--- src/lcqp_pkg.sv ---
`timescale 1ns / 1ps

package lcqp_pkg;

    // Fixed field widths.
    localparam int LOW_BOUND_W = 16;
    localparam int UB_W        = 31;
    localparam int ROB_W       = 32;
    localparam int ACC_W       = 64;
    localparam int USED_W      = 10;
    localparam int SLOT_W      = 4;
    localparam int SLOT_DEPTH  = 16;
    localparam int FLD_W       = 5;
    localparam int LEN_IN_W    = 16;

    localparam logic [LOW_BOUND_W-1:0] LOW_BOUND_RESET = 16'd7;
    localparam logic [USED_W-1:0]      USED_MAX        = 10'd1023;
    localparam logic [USED_W:0]        ACC_LIMIT       = 11'd64;

    // Request kinds.
    localparam logic REQ_LOAD = 1'b0;
    localparam logic REQ_COST = 1'b1;

    // Controller states.
    typedef enum logic [4:0] {
        ST_IDLE = 5'b00001,
        ST_PREP = 5'b00010,
        ST_MUL  = 5'b00100,
        ST_DIV  = 5'b01000,
        ST_ACC  = 5'b10000
    } lcqp_state_t;

    // Commands from the controller to the datapath.
    typedef struct packed {
        logic load_wr;
        logic capture;
        logic prep;
        logic mul;
        logic div_step;
        logic div_last;
        logic acc;
    } lcqp_cmd_t;

    // Status from the datapath to the controller.
    typedef struct packed {
        logic need_div;
        logic acc_blocked;
    } lcqp_sts_t;

    // Bit length of an interval count (number of bits up to the top set bit).
    function automatic logic [FLD_W-1:0] bit_len(input logic [LEN_IN_W-1:0] v);
        logic [FLD_W-1:0] n;
        n = '0;
        for (int i = 0; i < LEN_IN_W; i++)
        begin
            if (v[i])
            begin
                n = FLD_W'(i + 1);
            end
        end
        return n;
    endfunction

endpackage

--- src/lcqp_if.sv ---
`timescale 1ns / 1ps

// Request channel: load items and cost items.
interface lcqp_req_if #(
    parameter int COUNT_BITS = 10
);
    logic                  valid;
    logic                  ready;
    logic                  req_type;
    logic [3:0]            slot_index;
    logic [COUNT_BITS-1:0] interval_count;
    logic [30:0]           upper_bound;
    logic signed [31:0]    robustness;
    logic                  last_rule;

    modport source (output valid, req_type, slot_index, interval_count, upper_bound,
                    robustness, last_rule, input ready);
    modport sink (input valid, req_type, slot_index, interval_count, upper_bound,
                  robustness, last_rule, output ready);
endinterface

// Result channel: packed lexicographic cost.
interface lcqp_res_if;
    logic        valid;
    logic        ready;
    logic [63:0] packed_cost;
    logic        bits_overflow;

    modport source (output valid, packed_cost, bits_overflow, input ready);
    modport sink (input valid, packed_cost, bits_overflow, output ready);
endinterface

// Configuration write channel for the low bound register.
interface lcqp_cfg_if;
    logic        valid;
    logic        ready;
    logic [15:0] data;

    modport source (output valid, data, input ready);
    modport sink (input valid, data, output ready);
endinterface

--- src/lcqp_ctrl.sv ---
`timescale 1ns / 1ps

module lcqp_ctrl #(
    parameter int COUNT_BITS = 10
) (
    input  logic               clk,
    input  logic               rst_n,
    input  logic               in_valid,
    input  logic               in_req_type,
    output logic               in_ready,
    input  lcqp_pkg::lcqp_sts_t sts,
    output lcqp_pkg::lcqp_cmd_t cmd
);

    localparam int CNT_W = $clog2(COUNT_BITS + 1);
    localparam logic [CNT_W-1:0] CNT_LOAD = CNT_W'(COUNT_BITS - 1);

    lcqp_pkg::lcqp_state_t state_reg, state_next;
    logic [CNT_W-1:0]      cnt_reg, cnt_next;
    logic                  in_fire;

    assign in_ready = (state_reg == lcqp_pkg::ST_IDLE);
    assign in_fire  = in_valid && in_ready;

    // Next state, step counter and commands.
    always_comb
    begin
        state_next = state_reg;
        cnt_next   = cnt_reg;
        cmd        = '0;
        unique case (state_reg)
            lcqp_pkg::ST_IDLE:
            begin
                if (in_fire && (in_req_type == lcqp_pkg::REQ_LOAD))
                begin
                    cmd.load_wr = 1'b1;
                end
                if (in_fire && (in_req_type == lcqp_pkg::REQ_COST))
                begin
                    cmd.capture = 1'b1;
                    state_next  = lcqp_pkg::ST_PREP;
                end
            end
            lcqp_pkg::ST_PREP:
            begin
                cmd.prep   = 1'b1;
                state_next = sts.need_div ? lcqp_pkg::ST_MUL : lcqp_pkg::ST_ACC;
            end
            lcqp_pkg::ST_MUL:
            begin
                cmd.mul    = 1'b1;
                cnt_next   = CNT_LOAD;
                state_next = lcqp_pkg::ST_DIV;
            end
            lcqp_pkg::ST_DIV:
            begin
                cmd.div_step = 1'b1;
                if (cnt_reg == '0)
                begin
                    cmd.div_last = 1'b1;
                    state_next   = lcqp_pkg::ST_ACC;
                end
                else
                begin
                    cnt_next = cnt_reg - 1'b1;
                end
            end
            lcqp_pkg::ST_ACC:
            begin
                if (!sts.acc_blocked)
                begin
                    cmd.acc    = 1'b1;
                    state_next = lcqp_pkg::ST_IDLE;
                end
            end
            default:
            begin
                state_next = lcqp_pkg::ST_IDLE;
            end
        endcase
    end

    // State registers.
    always_ff @(posedge clk or negedge rst_n)
    begin
        if (!rst_n)
        begin
            state_reg <= lcqp_pkg::ST_IDLE;
            cnt_reg   <= '0;
        end
        else
        begin
            state_reg <= state_next;
            cnt_reg   <= cnt_next;
        end
    end

endmodule

--- src/lcqp_dp.sv ---
`timescale 1ns / 1ps

module lcqp_dp #(
    parameter int MAX_RULES  = 16,
    parameter int COUNT_BITS = 10
) (
    input  logic                                 clk,
    input  logic                                 rst_n,
    input  lcqp_pkg::lcqp_cmd_t                  cmd,
    output lcqp_pkg::lcqp_sts_t                  sts,
    input  logic [lcqp_pkg::SLOT_W-1:0]          slot_index,
    input  logic [COUNT_BITS-1:0]                interval_count,
    input  logic [lcqp_pkg::UB_W-1:0]            upper_bound,
    input  logic signed [lcqp_pkg::ROB_W-1:0]    robustness,
    input  logic                                 last_rule,
    input  logic                                 cfg_valid,
    input  logic [lcqp_pkg::LOW_BOUND_W-1:0]     cfg_data,
    input  logic                                 out_ready,
    output logic                                 out_valid,
    output logic [lcqp_pkg::ACC_W-1:0]           packed_cost,
    output logic                                 bits_overflow
);

    localparam int UB_W  = lcqp_pkg::UB_W;
    localparam int DIV_W = UB_W + COUNT_BITS;
    localparam int POS_W = 7;
    localparam logic [POS_W-1:0] MAX_RULES_C = POS_W'(MAX_RULES);

    // Rule slot memories.
    logic [COUNT_BITS-1:0] cnt_mem [lcqp_pkg::SLOT_DEPTH];
    logic [UB_W-1:0]       ub_mem  [lcqp_pkg::SLOT_DEPTH];

    logic [COUNT_BITS-1:0]               cnt_rd_reg;
    logic [UB_W-1:0]                     ub_rd_reg;
    logic signed [lcqp_pkg::ROB_W-1:0]   rob_reg;
    logic                                last_reg;
    logic [lcqp_pkg::LOW_BOUND_W-1:0]    low_bound_reg;

    logic [UB_W-1:0]                     diff_reg, den_reg;
    logic [COUNT_BITS-1:0]               cm1_reg, bucket_reg, bucket_next;
    logic [lcqp_pkg::FLD_W-1:0]          width_reg;
    logic [DIV_W-1:0]                    rem_reg, rem_next, dvs_reg, dvs_next;
    logic [COUNT_BITS-1:0]               q_reg, q_next;

    logic [lcqp_pkg::ACC_W-1:0]          acc_reg, acc_next;
    logic [lcqp_pkg::USED_W-1:0]         used_reg, used_next;
    logic                                ovf_reg, ovf_next;
    logic [lcqp_pkg::SLOT_W-1:0]         pos_reg;
    logic [POS_W-1:0]                    pos_inc;

    logic                                out_valid_reg;
    logic [lcqp_pkg::ACC_W-1:0]          out_cost_reg;
    logic                                out_ovf_reg;

    logic signed [32:0]                  cost, lb_s, ub_s, diff_full;
    logic                                below, ge_ub, cnt_zero, cnt_one;
    logic [COUNT_BITS-1:0]               trivial_bucket;
    logic [DIV_W-1:0]                    product;
    logic                                ge;
    logic [lcqp_pkg::USED_W:0]           used_sum;

    // Slot memory write on a load beat, registered read at the rule position.
    always_ff @(posedge clk)
    begin
        if (cmd.load_wr)
        begin
            cnt_mem[slot_index] <= interval_count;
            ub_mem[slot_index]  <= upper_bound;
        end
        if (cmd.capture)
        begin
            cnt_rd_reg <= cnt_mem[pos_reg];
            ub_rd_reg  <= ub_mem[pos_reg];
            rob_reg    <= robustness;
            last_reg   <= last_rule;
        end
    end

    // Low bound register.
    always_ff @(posedge clk or negedge rst_n)
    begin
        if (!rst_n)
        begin
            low_bound_reg <= lcqp_pkg::LOW_BOUND_RESET;
        end
        else if (cfg_valid)
        begin
            low_bound_reg <= cfg_data;
        end
    end

    // Cost is the exact negation of the robustness; compare against both bounds.
    always_comb
    begin
        cost      = -($signed({rob_reg[lcqp_pkg::ROB_W-1], rob_reg}));
        lb_s      = $signed({17'b0, low_bound_reg});
        ub_s      = $signed({2'b0, ub_rd_reg});
        diff_full = cost - lb_s;
        below     = cost < lb_s;
        ge_ub     = cost >= ub_s;
        cnt_zero  = (cnt_rd_reg == '0);
        cnt_one   = (cnt_rd_reg == COUNT_BITS'(1));
        priority if (below || cnt_zero)
        begin
            trivial_bucket = '0;
        end
        else if (cnt_one)
        begin
            trivial_bucket = COUNT_BITS'(1);
        end
        else
        begin
            trivial_bucket = cnt_rd_reg;
        end
    end

    assign sts.need_div    = !below && !cnt_zero && !cnt_one && !ge_ub;
    assign sts.acc_blocked = last_reg && out_valid_reg && !out_ready;

    // Scaled numerator and one restoring division step.
    assign product = DIV_W'(diff_reg) * DIV_W'(cm1_reg);

    always_comb
    begin
        ge          = rem_reg >= dvs_reg;
        rem_next    = ge ? (rem_reg - dvs_reg) : rem_reg;
        q_next      = (q_reg << 1) | COUNT_BITS'(ge);
        dvs_next    = dvs_reg >> 1;
        bucket_next = q_next + COUNT_BITS'(1);
    end

    // Operand preparation and division registers.
    always_ff @(posedge clk)
    begin
        if (cmd.prep)
        begin
            diff_reg   <= diff_full[UB_W-1:0];
            den_reg    <= ub_rd_reg - UB_W'(low_bound_reg);
            cm1_reg    <= cnt_rd_reg - COUNT_BITS'(1);
            bucket_reg <= trivial_bucket;
            width_reg  <= lcqp_pkg::bit_len(lcqp_pkg::LEN_IN_W'(cnt_rd_reg));
        end
        if (cmd.mul)
        begin
            rem_reg <= product;
            dvs_reg <= DIV_W'(den_reg) << (COUNT_BITS - 1);
            q_reg   <= '0;
        end
        if (cmd.div_step)
        begin
            rem_reg <= rem_next;
            dvs_reg <= dvs_next;
            q_reg   <= q_next;
        end
        if (cmd.div_last)
        begin
            bucket_reg <= bucket_next;
        end
    end

    // Shift the bucket into the accumulator and track the bits used.
    always_comb
    begin
        acc_next  = (acc_reg << width_reg) | lcqp_pkg::ACC_W'(bucket_reg);
        used_sum  = {1'b0, used_reg} + (lcqp_pkg::USED_W + 1)'(width_reg);
        ovf_next  = ovf_reg || (used_sum > lcqp_pkg::ACC_LIMIT);
        used_next = used_sum[lcqp_pkg::USED_W] ? lcqp_pkg::USED_MAX
                                               : used_sum[lcqp_pkg::USED_W-1:0];
        pos_inc   = POS_W'(pos_reg) + POS_W'(1);
    end

    // Evaluation state: accumulator, bit count, overflow flag and rule position.
    always_ff @(posedge clk or negedge rst_n)
    begin
        if (!rst_n)
        begin
            acc_reg  <= '0;
            used_reg <= '0;
            ovf_reg  <= 1'b0;
            pos_reg  <= '0;
        end
        else if (cmd.acc)
        begin
            if (last_reg)
            begin
                acc_reg  <= '0;
                used_reg <= '0;
                ovf_reg  <= 1'b0;
                pos_reg  <= '0;
            end
            else
            begin
                acc_reg  <= acc_next;
                used_reg <= used_next;
                ovf_reg  <= ovf_next;
                pos_reg  <= (pos_inc >= MAX_RULES_C) ? '0 : pos_inc[lcqp_pkg::SLOT_W-1:0];
            end
        end
    end

    // Output register holds one finished beat until it is taken.
    always_ff @(posedge clk or negedge rst_n)
    begin
        if (!rst_n)
        begin
            out_valid_reg <= 1'b0;
        end
        else if (cmd.acc && last_reg)
        begin
            out_valid_reg <= 1'b1;
        end
        else if (out_ready)
        begin
            out_valid_reg <= 1'b0;
        end
    end

    always_ff @(posedge clk)
    begin
        if (cmd.acc && last_reg)
        begin
            out_cost_reg <= acc_next;
            out_ovf_reg  <= ovf_next;
        end
    end

    assign out_valid     = out_valid_reg;
    assign packed_cost   = out_cost_reg;
    assign bits_overflow = out_ovf_reg;

endmodule

--- src/lexicographic_cost_quantize_pack_unit.sv ---
`timescale 1ns / 1ps

// Lexicographic cost quantizer and packer. A load beat (req_type 0) stores one rule
// slot's interval count and upper bound. A cost beat (req_type 1) takes the next
// rule's robustness in rulebook order, quantizes its negation into a bucket and
// shifts the bucket into a 64-bit accumulator, first rule most significant; the beat
// marked last_rule yields one result beat with the packed cost and an overflow flag,
// and starts the next evaluation. A cost beat whose bucket is settled by the bound
// compares is prepared and accumulated; otherwise it also passes through a multiply
// and a scaled division, which runs one quotient bit per cycle in a shared
// restoring divider; no new beat is taken until the current one is finished. A finished
// result waits in an output register while the next beats are accepted; a last-rule beat
// that finishes while the previous result is still waiting holds the block until that
// result is taken. The low bound register may be written at any time the block is idle
// and resets to 7 (about 0.0001).
module lexicographic_cost_quantize_pack_unit #(
    parameter int MAX_RULES  = 16,
    parameter int COUNT_BITS = 10
) (
    input  logic      clk,
    input  logic      rst_n,
    lcqp_req_if.sink   req,
    lcqp_res_if.source res,
    lcqp_cfg_if.sink   cfg
);

    lcqp_pkg::lcqp_cmd_t cmd;
    lcqp_pkg::lcqp_sts_t sts;

    assign cfg.ready = 1'b1;

    lcqp_ctrl #(
        .COUNT_BITS (COUNT_BITS)
    ) u_ctrl (
        .clk         (clk),
        .rst_n       (rst_n),
        .in_valid    (req.valid),
        .in_req_type (req.req_type),
        .in_ready    (req.ready),
        .sts         (sts),
        .cmd         (cmd)
    );

    lcqp_dp #(
        .MAX_RULES  (MAX_RULES),
        .COUNT_BITS (COUNT_BITS)
    ) u_dp (
        .clk            (clk),
        .rst_n          (rst_n),
        .cmd            (cmd),
        .sts            (sts),
        .slot_index     (req.slot_index),
        .interval_count (req.interval_count),
        .upper_bound    (req.upper_bound),
        .robustness     (req.robustness),
        .last_rule      (req.last_rule),
        .cfg_valid      (cfg.valid),
        .cfg_data       (cfg.data),
        .out_ready      (res.ready),
        .out_valid      (res.valid),
        .packed_cost    (res.packed_cost),
        .bits_overflow  (res.bits_overflow)
    );

endmodule

--- src/flat_wrapper.sv ---
// flat-port wrapper written by rule: the top's interface ports become plain ports
module lexicographic_cost_quantize_pack_unit_flat 
#(
    parameter int MAX_RULES  = 16,
    parameter int COUNT_BITS = 10
)
  (clk, rst_n, req_valid, req_req_type, req_slot_index, req_interval_count, req_upper_bound, req_robustness, req_last_rule, req_ready, res_valid, res_packed_cost, res_bits_overflow, res_ready, cfg_valid, cfg_data, cfg_ready);
  lcqp_req_if #(.COUNT_BITS(COUNT_BITS)) req_i ();
  lcqp_res_if res_i ();
  lcqp_cfg_if cfg_i ();
  input  logic clk;
  input  logic rst_n;
  input wire logic [$bits(req_i.valid)-1:0] req_valid;
  input wire logic [$bits(req_i.req_type)-1:0] req_req_type;
  input wire logic [$bits(req_i.slot_index)-1:0] req_slot_index;
  input wire logic [$bits(req_i.interval_count)-1:0] req_interval_count;
  input wire logic [$bits(req_i.upper_bound)-1:0] req_upper_bound;
  input wire logic [$bits(req_i.robustness)-1:0] req_robustness;
  input wire logic [$bits(req_i.last_rule)-1:0] req_last_rule;
  output wire logic [$bits(req_i.ready)-1:0] req_ready;
  output wire logic [$bits(res_i.valid)-1:0] res_valid;
  output wire logic [$bits(res_i.packed_cost)-1:0] res_packed_cost;
  output wire logic [$bits(res_i.bits_overflow)-1:0] res_bits_overflow;
  input wire logic [$bits(res_i.ready)-1:0] res_ready;
  input wire logic [$bits(cfg_i.valid)-1:0] cfg_valid;
  input wire logic [$bits(cfg_i.data)-1:0] cfg_data;
  output wire logic [$bits(cfg_i.ready)-1:0] cfg_ready;
  assign req_i.valid = req_valid;
  assign req_i.req_type = req_req_type;
  assign req_i.slot_index = req_slot_index;
  assign req_i.interval_count = req_interval_count;
  assign req_i.upper_bound = req_upper_bound;
  assign req_i.robustness = req_robustness;
  assign req_i.last_rule = req_last_rule;
  assign req_ready = req_i.ready;
  assign res_valid = res_i.valid;
  assign res_packed_cost = res_i.packed_cost;
  assign res_bits_overflow = res_i.bits_overflow;
  assign res_i.ready = res_ready;
  assign cfg_i.valid = cfg_valid;
  assign cfg_i.data = cfg_data;
  assign cfg_ready = cfg_i.ready;
  lexicographic_cost_quantize_pack_unit #(.MAX_RULES(MAX_RULES), .COUNT_BITS(COUNT_BITS)) u_core (.clk(clk), .rst_n(rst_n), .req(req_i), .res(res_i), .cfg(cfg_i));
endmodule
--- config.mk ---
export PLATFORM = sky130hd
export DESIGN_NAME = lexicographic_cost_quantize_pack_unit_flat
export DESIGN_NICKNAME = d
export VERILOG_FILES = /design/src/lcqp_pkg.sv /design/src/lcqp_if.sv /design/src/lcqp_ctrl.sv /design/src/lcqp_dp.sv /design/src/lexicographic_cost_quantize_pack_unit.sv /design/src/flat_wrapper.sv
export SDC_FILE = /design/constraint.sdc
export NUM_CORES = 2
export LEC_CHECK = 0
export BUFFER_PORTS_ARGS = -buffer_cell sky130_fd_sc_hd__clkbuf_2
export CAP_MARGIN = 20
export CORE_MARGIN = 5
export CORE_UTILIZATION = 40
export CTS_BUF_LIST = sky130_fd_sc_hd__clkbuf_4
export DETAILED_ROUTE_END_ITERATION = 6
export REMOVE_ABC_BUFFERS = 1
export SYNTH_ARGS = -nofsm -noshare
export SYNTH_HDL_FRONTEND = slang
export SYNTH_SLANG_ARGS = --single-unit
--- constraint.sdc ---
create_clock -name clk -period 7.1 [get_ports clk]
set_input_delay 2.13 -clock clk [delete_from_list [all_inputs] [get_ports clk]]
set_output_delay 2.13 -clock clk [all_outputs]
set_load 0.01 [all_outputs]
==> summary.txt <==
Routing
  – Vias: 35200
  – DRT antenna net count: 0
  – DR iter-0 viols: 2661
  – Drt first pass iters: 5
  – Total routed wirelength: 142000 um
  – DRC viols: 0
  – DR WL/cell: 21.6 um
  – Drt via density: 5.35

STA
  – Crit path setup slack, layout: 0.408 ns
  – Setup TNS: 0 ns
  – Crit path time final: 6.69 ns
  – Max Clock Skew: 0.116 ns
  – RSZ-0062 raised after global routing: no
  – Setup violators final: 0
  – Max Fclk: 149 MHz
  – Crit share post-route: 94.3%
  – Slew Limit Headroom: 27.1%
  – Final Hold Fails: 0
  – Max-slew violations: 0
  – Slew @ Worst Pin: 1.09 ns
  – Hold_ws: 0.476 ns

Final layout
  – Fraction of layout cells with a size suffix above 1: 21.6%
  – Final Util: 45.0%
  – Nets@finish: 5000
  – Top flop regs: u_core.u_dp.ub_mem: 496 flops, u_core.u_dp.cnt_mem: 160 flops
  – Top reg by flops: u_core.u_dp.ub_mem
  – Layout fillers: 13100
  – Area grow syn2layout: 11.8%
  – Cell Count, Final, Fillers Out: 6581
  – Max FFs per register: 496

Worst setup path
  – Critical Path Source Type: flip-flop
  – Origin of the worst setup path: u_core.u_dp.cm1_reg[7]$_DFFE_PP_
  – Critical Path End: u_core.u_dp.rem_reg[37]$_DFFE_PP_
  – CP arrival: 7.54 ns
  – Worst Setup End Kind: flip-flop
  – R2R cell count: 20
  – R2r startpoint: u_core.u_dp.cm1_reg[7]$_DFFE_PP_
  – Reg-to-reg endpoint: u_core.u_dp.rem_reg[37]$_DFFE_PP_
  – Max FO, Critical Path: 23
  – Crit path required time: 7.95 ns
  – R2r setup slk: 0.41 ns
  – Critical path class: flip-flop to flip-flop

Power and ir drop
  – VDD IR-drop max: 0.329 mV
  – P per Cell Area: 367 nW/um^2
  – Leakage: 24.9 nW

Clocking
  – CTS max path bufs: 4
  – Post-cts repair resize count: 0
  – Worst-path clk slew: 0.06 ns
  – Clock latency on the worst-skew pair: 1.25 ns
  – CTS Sinks: 1076
  – CTS Hold Buffers Added: 0
  – Setup repair bufs after CTS: 0
  – CTS H-tree lvls: 5
  – TritonCTS buffer count: 299
  – CTS tree: done
  – Root Driver: clkbuf_4

Place
  – Placed Instances: 6077
  – Hpwl dp: 95100 um
  – Final GP Congestion: 0.852
  – Setup Slack @ Placement: 0.439 ns
  – Number of port buffers: 166

Floorplan
  – Starting density of the core: 40.2%
  – I/O pin count: 168
  – Die outline height: 390 um
  – Die X-Extent: 390 um
  – Core Rows: 139
  – Die area: 152000 sq um
  – CORE AREA: 144000 sq um

Status
  – Status: finished clean

Global route
  – Initial antenna violation count: 19
  – Global-route wire length before repair: 219000 um
  – Number of global-route vias before repair: 36600
  – Largest net degree at the start of global routing: 140
  – Global route total overflow: 0
  – GRT Total Usage: 18.7%

Synthesis
  – Async set or reset register ratio after synthesis: 9.76%
  – Synth unique cells: 80
  – Ys flop type: edfxtp_1
  – Register bit count reported by yosys: 1076
  – Cell count after synthesis: 4135
  – Post-synth EDFFs: 971
  – Count of warnings emitted by yosys: 0
  – Syn_area_per_cell: 14.0 sq um
  – Mapped Area: 57800 sq um
  – Sequential fraction of the synthesis area: 55.0%

Run
  – Maxcap violations: 0

Min path
  – Hold Crit Class: flip-flop to flip-flop
how the worst min path moves through the flow:
stage,depth (start not counted),end,slack [ns],startpoint
final,1,u_core.u_dp.packed_cost[0]$_DFFE_PP_,0.48,u_core.u_dp.bucket_reg[0]$_DFFE_PP_
after CTS,1,u_core.u_dp.packed_cost[2]$_DFFE_PP_,0.45,u_core.u_dp.bucket_reg[2]$_DFFE_PP_
after global routing,1,u_core.u_dp.packed_cost[2]$_DFFE_PP_,0.47,u_core.u_dp.bucket_reg[2]$_DFFE_PP_
after global placement,2,u_core.u_dp.used_reg[2]$_DFFE_PN0P_,0.46,u_core.u_dp.used_reg[2]$_DFFE_PN0P_
after detailed placement,2,u_core.u_dp.used_reg[3]$_DFFE_PN0P_,0.47,u_core.u_dp.used_reg[3]$_DFFE_PN0P_
after floorplan,2,u_core.u_dp.used_reg[0]$_DFFE_PN0P_,0.44,u_core.u_dp.used_reg[0]$_DFFE_PN0P_
cell type report:
cell class	instances	area [sq um]	area share, %
antenna	15	37.5	0.0581
clock buffer	427	3210	4.96
clock inverter	61	352	0.544
inverter	347	1300	2.02
multi-input combinational	2507	24000	37.2
sequential	1076	31800	49.2
tap	1903	2380	3.69
timing repair buffer	245	1450	2.25
through the flow:
stage | area (sq um) | total power [mW]
5_1_grt | 64600 | 25.5
2_1_floorplan | 57000 | 16.0
6_report | 64600 | 23.7
4_1_cts | 64500 | 24.0
3_3_place_gp | 61000 | 18.3
3_5_place_dp | 61000 | 18.4
metal layers:
layer	routed length [um]	global-route usage, %	part of all wire (%)	vias up
met5	75	0	0.053	-
met4	2830	5.40	2.0	10
met3	10400	4.94	7.4	208
met2	66100	29.3	47	1147
met1	62400	25.9	44	17800
li1	-	-	-	16100
cells by family after synthesis:
kind of cell / share of synthesized area (%)
adder cells (fa/ha/maj): 12.2
flip-flops: 55.0
AO/OA/AOI/OAI: 6.87
XOR/XNOR: 2.56
AND/OR/NAND/NOR: 7.96
other: 0.00649
multiplexers: 11.8
buffers and inverters: 3.60
power by group:
group | internal, mW | switching, mW | total, mW | leakage (nW)
clock | 2.89 | 2.49 | 5.38 | 2.16
combinational | 4.68 | 5.69 | 10.4 | 12.6
sequential | 7.63 | 0.356 | 7.98 | 10.1
placed cells by master (no fill, tap or decap), types with 136 or more instances in the layout:
cell type | Yosys | routed
edfxtp_1 | 971 | 971
clkbuf_4 | 0 | 427
nand2_1 | 357 | 356
inv_1 | 347 | 345
mux4_2 | 250 | 250
fa_1 | 234 | 234
ha_1 | 190 | 190
and2_1 | 184 | 184
clkbuf_2 | 0 | 165
o21ai_0 | 147 | 147
a21oi_1 | 137 | 137
nor2_1 | 149 | 136
critical path, stage by stage, from the launching register on:
cell,delay [ns]
edfxtp_1,0.51
buf_4,0.27
and2_1,0.19
fa_1,0.55
fa_1,0.45
fa_1,0.55
fa_1,0.56
inv_1,0.06
fa_1,0.53
inv_1,0.05
ha_1,0.36
nand4_1,0.21
or4_1,0.54
a211o_1,0.25
o21ai_0,0.12
o221ai_1,0.26
o21ba_2,0.29
o21a_1,0.21
o21bai_1,0.17
xnor2_1,0.16
o21ai_1,0.08
synth_stat cells, types with 27 or more instances:
| cell | count | area share [%] |
|---|---|---|
| a21o_1 | 66 | 0.86 |
| a21oi_1 | 137 | 1.2 |
| a22o_1 | 66 | 1.0 |
| and2_1 | 184 | 2.0 |
| buf_1 | 39 | 0.25 |
| clkbuf_1 | 162 | 1.1 |
| dfrtp_1 | 101 | 4.4 |
| edfxtp_1 | 971 | 50 |
| fa_1 | 234 | 8.1 |
| ha_1 | 190 | 4.1 |
| inv_1 | 347 | 2.3 |
| mux2i_1 | 107 | 1.9 |
| mux4_2 | 250 | 9.7 |
| nand2_1 | 357 | 2.3 |
| nand3_1 | 46 | 0.40 |
| nand4_1 | 27 | 0.29 |
| nor2_1 | 149 | 0.97 |
| nor2b_1 | 30 | 0.32 |
| nor3_1 | 46 | 0.40 |
| o21ai_0 | 147 | 1.3 |
| xnor2_1 | 106 | 1.6 |
| xor2_1 | 63 | 0.96 |
Power figures use the tool's default switching activity.
